**src/hdl/ccpm_pkg.sv**
```systemverilog
package ccpm_pkg;

  localparam int PATTERN_MAX = 8;
  localparam int CLASS_MAX   = 8;
  localparam int COLUMN_BITS = 16;

  localparam int WIN_DEPTH   = 8;
  localparam int WIN_IDX_W   = $clog2(WIN_DEPTH);
  localparam int LEN_LIM     = (PATTERN_MAX < WIN_DEPTH) ? PATTERN_MAX : WIN_DEPTH;
  localparam int CLASS_LIM   = (CLASS_MAX < 8) ? CLASS_MAX : 8;

  typedef enum logic [2:0] {
    CFG_PATTERN_CHARS   = 3'd0,
    CFG_PATTERN_LENGTH  = 3'd1,
    CFG_CLASS_SLOT_MASK = 3'd2,
    CFG_CLASS_CHARS     = 3'd3,
    CFG_CLASS_COUNT     = 3'd4,
    CFG_CLASS_NEGATED   = 3'd5
  } cfg_idx_t;

  // per-cell compare setup
  typedef struct packed {
    logic       active;
    logic       is_class;
    logic [7:0] pat_char;
  } ccpm_slot_t;

  // shared character class, members already lowercased
  typedef struct packed {
    logic [CLASS_LIM-1:0][7:0] chars;
    logic [3:0]                count;
    logic                      negated;
  } ccpm_class_t;

  function automatic logic [7:0] to_lower(input logic [7:0] c);
    logic [7:0] r;
    r = c;
    if (c >= 8'h41 && c <= 8'h5A) begin
      r = c + 8'd32;
    end
    return r;
  endfunction

endpackage

```
**src/hdl/ccpm_cell.sv**
```systemverilog
module ccpm_cell (
  input  logic                  clk,
  input  logic                  rst_n,
  input  logic                  shift_en,
  input  logic [7:0]            char_in,
  input  ccpm_pkg::ccpm_slot_t  slot,
  input  ccpm_pkg::ccpm_class_t cls,
  output logic [7:0]            char_out,
  output logic                  hit
);

  logic [7:0] char_r;
  logic [7:0] char_nxt;
  logic       member;

  assign char_nxt = shift_en ? char_in : char_r;

  always_ff @(posedge clk) begin
    if (!rst_n) begin
      char_r <= 8'd0;
    end else begin
      char_r <= char_nxt;
    end
  end

  assign char_out = char_r;

  // compare against the byte this cell holds after the shift
  always_comb begin
    member = 1'b0;
    for (int m = 0; m < ccpm_pkg::CLASS_LIM; m++) begin
      if (4'(m) < cls.count && cls.chars[m] == char_in) begin
        member = 1'b1;
      end
    end
    if (!slot.active) begin
      hit = 1'b1;
    end else if (slot.is_class) begin
      hit = member ^ cls.negated;
    end else begin
      hit = (slot.pat_char == char_in);
    end
  end

endmodule

```
**src/hdl/char_class_pattern_matcher_core.sv**
```systemverilog
// Channel | Direction | Handshake            | Payload
// in      | input     | in_valid / in_stall  | in_kind, in_text_char
// out     | output    | out_valid / out_stall| out_match_found, out_match_start_column,
//         |           |                      | out_line_number
// cfg     | input     | cfg_valid / cfg_ready| cfg_index, cfg_data
//
// One request per cycle while the output is not stalled; each result appears in the cycle after its accept.
// The row of window cells shifts and compares in the accept cycle, so the output
// register is the only stage. in_stall rises only while a held result is stalled.
// Synchronous active-low reset clears window, counters and config to defaults.
module char_class_pattern_matcher_core (
  input  logic        clk,
  input  logic        rst_n,
  input  logic        in_valid,
  output logic        in_stall,
  input  logic        in_kind,
  input  logic [7:0]  in_text_char,
  output logic        out_valid,
  input  logic        out_stall,
  output logic        out_match_found,
  output logic [15:0] out_match_start_column,
  output logic [31:0] out_line_number,
  input  logic        cfg_valid,
  output logic        cfg_ready,
  input  logic [2:0]  cfg_index,
  input  logic [63:0] cfg_data
);

  localparam int CB = ccpm_pkg::COLUMN_BITS;
  localparam int WD = ccpm_pkg::WIN_DEPTH;

  logic [63:0] pattern_chars_r;
  logic [3:0]  pattern_length_r;
  logic [7:0]  class_slot_mask_r;
  logic [63:0] class_chars_r;
  logic [3:0]  class_count_r;
  logic        class_negated_r;

  logic [CB-1:0] column_count_r, column_count_nxt;
  logic [31:0]   lines_done_r, lines_done_nxt;

  logic        out_valid_r, out_valid_nxt;
  logic        out_match_found_r;
  logic [15:0] out_match_start_column_r;
  logic [31:0] out_line_number_r;

  logic in_accept;
  logic shift_en;

  logic [3:0]              eff_len;
  logic [7:0][7:0]         pat_lc;
  ccpm_pkg::ccpm_class_t   cls;
  ccpm_pkg::ccpm_slot_t    slot [WD];
  logic [7:0]              win  [WD];
  logic [WD-1:0]           hits;
  logic [7:0]              char_lc;

  logic          found;
  logic [CB-1:0] start_full;
  logic [31:0]   start_ext;
  logic [15:0]   start_sat;
  logic [31:0]   line_no;

  assign cfg_ready = 1'b1;
  assign in_stall  = out_valid_r && out_stall;
  assign in_accept = in_valid && !in_stall;
  assign shift_en  = in_accept && !in_kind;
  assign char_lc   = ccpm_pkg::to_lower(in_text_char);

  always_ff @(posedge clk) begin
    if (!rst_n) begin
      pattern_chars_r   <= 64'd0;
      pattern_length_r  <= 4'd1;
      class_slot_mask_r <= 8'd0;
      class_chars_r     <= 64'd0;
      class_count_r     <= 4'd0;
      class_negated_r   <= 1'b0;
    end else if (cfg_valid && cfg_ready) begin
      case (cfg_index)
        ccpm_pkg::CFG_PATTERN_CHARS:   pattern_chars_r   <= cfg_data;
        ccpm_pkg::CFG_PATTERN_LENGTH:  pattern_length_r  <= cfg_data[3:0];
        ccpm_pkg::CFG_CLASS_SLOT_MASK: class_slot_mask_r <= cfg_data[7:0];
        ccpm_pkg::CFG_CLASS_CHARS:     class_chars_r     <= cfg_data;
        ccpm_pkg::CFG_CLASS_COUNT:     class_count_r     <= cfg_data[3:0];
        ccpm_pkg::CFG_CLASS_NEGATED:   class_negated_r   <= cfg_data[0];
        default: ;
      endcase
    end
  end

  always_comb begin
    if (pattern_length_r == 4'd0) begin
      eff_len = 4'd1;
    end else if (pattern_length_r > 4'(ccpm_pkg::LEN_LIM)) begin
      eff_len = 4'(ccpm_pkg::LEN_LIM);
    end else begin
      eff_len = pattern_length_r;
    end
  end

  always_comb begin
    for (int j = 0; j < 8; j++) begin
      pat_lc[j] = ccpm_pkg::to_lower(pattern_chars_r[8*j +: 8]);
    end
    for (int m = 0; m < ccpm_pkg::CLASS_LIM; m++) begin
      cls.chars[m] = ccpm_pkg::to_lower(class_chars_r[8*m +: 8]);
    end
    cls.count   = (class_count_r > 4'(ccpm_pkg::CLASS_LIM)) ?
                  4'(ccpm_pkg::CLASS_LIM) : class_count_r;
    cls.negated = class_negated_r;
  end

  // cell k holds the byte k places back, which is pattern position len-1-k
  always_comb begin
    logic [3:0] j;
    for (int k = 0; k < WD; k++) begin
      j = eff_len - 4'd1 - 4'(k);
      slot[k].active   = (4'(k) < eff_len);
      slot[k].is_class = class_slot_mask_r[j[ccpm_pkg::WIN_IDX_W-1:0]];
      slot[k].pat_char = pat_lc[j[ccpm_pkg::WIN_IDX_W-1:0]];
    end
  end

  for (genvar k = 0; k < WD; k++) begin : g_cell
    logic [7:0] cin;
    if (k == 0) begin : g_head
      assign cin = char_lc;
    end else begin : g_body
      assign cin = win[k-1];
    end
    ccpm_cell u_cell (
      .clk      (clk),
      .rst_n    (rst_n),
      .shift_en (shift_en),
      .char_in  (cin),
      .slot     (slot[k]),
      .cls      (cls),
      .char_out (win[k]),
      .hit      (hits[k])
    );
  end

  always_comb begin
    column_count_nxt = column_count_r;
    lines_done_nxt   = lines_done_r;
    if (in_accept) begin
      if (in_kind) begin
        column_count_nxt = '0;
        if (lines_done_r != 32'hFFFF_FFFF) begin
          lines_done_nxt = lines_done_r + 32'd1;
        end
      end else if (column_count_r != {CB{1'b1}}) begin
        column_count_nxt = column_count_r + CB'(1);
      end
    end
  end

  always_ff @(posedge clk) begin
    if (!rst_n) begin
      column_count_r <= '0;
      lines_done_r   <= 32'd0;
    end else begin
      column_count_r <= column_count_nxt;
      lines_done_r   <= lines_done_nxt;
    end
  end

  assign line_no    = (lines_done_r == 32'hFFFF_FFFF) ? 32'hFFFF_FFFF : lines_done_r + 32'd1;
  assign found      = !in_kind && (column_count_nxt >= CB'(eff_len)) && (&hits);
  assign start_full = column_count_nxt - CB'(eff_len);
  assign start_ext  = 32'(start_full);
  assign start_sat  = (start_ext > 32'h0000_FFFF) ? 16'hFFFF : start_ext[15:0];

  always_comb begin
    out_valid_nxt = out_valid_r;
    if (in_accept) begin
      out_valid_nxt = 1'b1;
    end else if (!out_stall) begin
      out_valid_nxt = 1'b0;
    end
  end

  always_ff @(posedge clk) begin
    if (!rst_n) begin
      out_valid_r <= 1'b0;
    end else begin
      out_valid_r <= out_valid_nxt;
    end
  end

  always_ff @(posedge clk) begin
    if (in_accept) begin
      out_match_found_r        <= found;
      out_match_start_column_r <= found ? start_sat : 16'd0;
      out_line_number_r        <= line_no;
    end
  end

  assign out_valid              = out_valid_r;
  assign out_match_found        = out_match_found_r;
  assign out_match_start_column = out_match_start_column_r;
  assign out_line_number        = out_line_number_r;

endmodule
```
**config.mk**
```make
export PLATFORM = sky130hd
export DESIGN_NAME = char_class_pattern_matcher_core
export DESIGN_NICKNAME = d
export VERILOG_FILES = /design/src/hdl/ccpm_pkg.sv /design/src/hdl/ccpm_cell.sv /design/src/hdl/char_class_pattern_matcher_core.sv
export SDC_FILE = /design/constraint.sdc
export NUM_CORES = 1
export LEC_CHECK = 0
export ABC_AREA = 1
export BUFFER_PORTS_ARGS = -buffer_cell sky130_fd_sc_hd__buf_2
export CAP_MARGIN = 25
export CORE_UTILIZATION = 55
export DETAILED_ROUTE_END_ITERATION = 12
export GPL_ROUTABILITY_DRIVEN = 0
export PLACE_DENSITY_LB_ADDON = 0.2
export SKIP_CTS_REPAIR_TIMING = 1
export SLEW_MARGIN = 5
export SYNTH_ARGS = -nofsm -noshare
export SYNTH_HDL_FRONTEND = slang
export SYNTH_HIERARCHICAL = 1
export SYNTH_SLANG_ARGS = --single-unit
```
**constraint.sdc**
```tcl
create_clock -name clk -period 6 [get_ports clk]
set_input_delay 1.5 -clock clk [delete_from_list [all_inputs] [get_ports clk]]
set_output_delay 1.5 -clock clk [all_outputs]
set_load 0.03 [all_outputs]
```
==> flow_summary.json <==
{
  "outcome": "complete, no violations",
  "syn_avg_cell_area_sq_um": 6.33,
  "period_minus_slack_ps": 4990,
  "ant_nets": 0,
  "syn2layout_area_growth_pct": 7.94,
  "drc": 0,
  "cts_tree": "built",
  "layout-drive-gt1-share_pct": 10.2,
  "worstPathCellList": "inv_1 -> nand2_1 -> nand2_2 -> inv_2 -> ha_1 -> nand2_1 -> nand2_1 -> buf_4 -> xor2_2 -> inv_1 -> nand2_1 -> o21ai_0 -> a21oi_1 -> o2111ai_1 -> o41a_1 -> nand2_1 -> nand4_1 -> nor3_1 -> buf_4 -> nand2_4 -> a21oi_1",
  "hold_start": "pattern_length_r[0]$_SDFFE_PN1P_",
  "crit_family": "buffers and inverters",
  "core_area_sq_um": 45500,
  "drt_first_pass_iters": 7,
  "clk_pin_slew_worst_paths_ps": 60,
  "worst_pin_slew_ps": 1160,
  "crit_slowest_cell": "inv_2",
  "fin_area_sq_um": 27400,
  "port_buffers": 131,
  "drv_cap": 0,
  "nFillCells": 4495,
  "clock_sinks": 299,
  "worst_ep_required_time_ps": 6420,
  "dieWidth_um": 217,
  "ir_drop_mv": 0.250,
  "ios": 133,
  "routedWlPerCell_um": 19.7,
  "h-tree-depth": 2,
  "drv_slew": 0,
  "met3_length_um": 11600,
  "r2r_slack_ps": 1010,
  "yosys_warnings": 6,
  "r2r-end": "out_match_start_column[11]$_SDFFCE_PN0N_",
  "startpoint_type": "register",
  "setup_viol": 0,
  "num_antenna_cells": 0,
  "grt_use_total_pct": 38.8,
  "fin_cells": 4694,
  "slew_headroom_pct": 22.9,
  "grt_pass1_vias": 23826,
  "overflow": 0,
  "critPathMaxFanout": 54,
  "syn_area_sq_um": 25400,
  "skew_ps": 17.4,
  "vias": 26690,
  "clockBufferDepth": 3,
  "synthesis.instances": 4012,
  "r2r-start": "pattern_length_r[3]$_SDFFE_PN0P_",
  "cts_made_buffers": 37,
  "setup_ws_ps": 1010,
  "crit_buf_inv": 5,
  "highest_layer": "met4",
  "dp.cells": 4622,
  "root_buffer": "clkbuf_16",
  "dpl-instance-area_sq_um": 26100,
  "clk_latency_ps": 580,
  "die_h_um": 217,
  "wirelength_um": 92500,
  "rows": 78,
  "power.leakage_nw": 12.9,
  "viasPerCell": 5.69,
  "dieArea_sq_um": 47000,
  "layout_commonest_cell": "nand2_1",
  "grt_max_degree": 92,
  "fin_setup_tns_ps": 0,
  "crit_top_cell": "nand2_1",
  "p_per_area_nw_per_um2": 227,
  "initial_core_util_pct": 55.8,
  "rsz0062_at_grt": "false",
  "end_kind": "register",
  "dp_slack_ps": 1070,
  "fin_crit_sh_pct": 83.1,
  "grt_pass1_wl_um": 139000,
  "r2r_cells": 21,
  "critical_path_arrival_ps": 5400,
  "crit_type": "register to register",
  "drtIter0Drc": 3314,
  "critical-path-max-stage-delay_ps": 570,
  "hp-class": "register to register",
  "dr_wl_met2_um": 38100,
  "syn_nets": 4119,
  "fmax_mhz": 201,
  "hold_path_depth": 2,
  "min_to": "pattern_length_r[0]$_SDFFE_PN1P_",
  "wl_met1_um": 37300,
  "hold_viol": 0,
  "nets": 4172,
  "antenna_found_initial": 0,
  "layout_common_cells": "nand2_1, inv_1, o21ai_0",
  "dpl.hpwl_um": 66600
}
## power breakdown
group	total [W]	switching (W)	internal (W)	leakage, nW
clock network	0.00238	0.000944	0.00143	0.605
registers	0.00232	0.000190	0.00213	2.53
logic	0.00151	0.000975	0.000532	9.75
## per-layer routing
metal | GRT usage [%] | up-vias
met5 | 0 | -
met4 | 20.8 | 0
met2 | 57.7 | 1520
met1 | 50.7 | 11949
li1 | - | 12875
met3 | 10.8 | 346
## layout make-up
| class | instances | area [sq um] | area share (%) |
|---|---|---|---|
| flip-flops and latches | 299 | 6480 | 23.6 |
| clock buffers | 54 | 1040 | 3.80 |
| repair buffers | 187 | 1130 | 4.12 |
| inverters | 511 | 2020 | 7.37 |
| clock inverters | 14 | 215 | 0.786 |
| well taps | 600 | 751 | 2.74 |
| multi-input cells | 3029 | 15800 | 57.5 |
## state kept, by name (all words and copies together), names as in the netlist, 8 cells and up
| signal | flops |
|---|---|
| out_line_number | 32 |
| class_slot_mask_r | 8 |
| g_cell.u_cell/char_out | 56 |
| class_chars_r | 64 |
| pattern_chars_r | 64 |
| column_count_r | 16 |
| lines_done_r | 32 |
| out_match_start_column | 16 |
## worst min-delay path, delay by kind of cell (launching register included)
kind | cells | cell delay, ps
AND/OR/NAND/NOR | 2 | 110
flip-flops | 1 | 320
## worst max path at each step
stage / cells after the start / end / slack [ps] / startpoint
2_1_floorplan: 16 / out_match_start_column[7]$_SDFFCE_PN0N_ / 1550 / out_stall
3_3_place_gp: 21 / out_match_start_column[11]$_SDFFCE_PN0N_ / 1160 / pattern_length_r[3]$_SDFFE_PN0P_
3_5_place_dp: 19 / out_match_start_column[7]$_SDFFCE_PN0N_ / 1070 / out_stall
4_1_cts: 21 / out_match_start_column[10]$_SDFFCE_PN0N_ / 1060 / pattern_length_r[3]$_SDFFE_PN0P_
5_1_grt: 21 / out_match_start_column[10]$_SDFFCE_PN0N_ / 490 / pattern_length_r[3]$_SDFFE_PN0P_
6_report: 21 / out_match_start_column[11]$_SDFFCE_PN0N_ / 1010 / pattern_length_r[3]$_SDFFE_PN0P_
## through the flow
stage | power, W | hold WS (ps) | utilization, %
after CTS | 0.00614 | 464 | 60.1
after detailed placement | 0.00380 | 451 | 57.3
after floorplan | 0.00341 | 429 | -
after global routing | 0.00645 | 477 | 60.2
final | 0.00621 | 464 | 60.2
after global placement | 0.00378 | 448 | 57.3
Note: power is estimated with default switching activity, not from simulation.
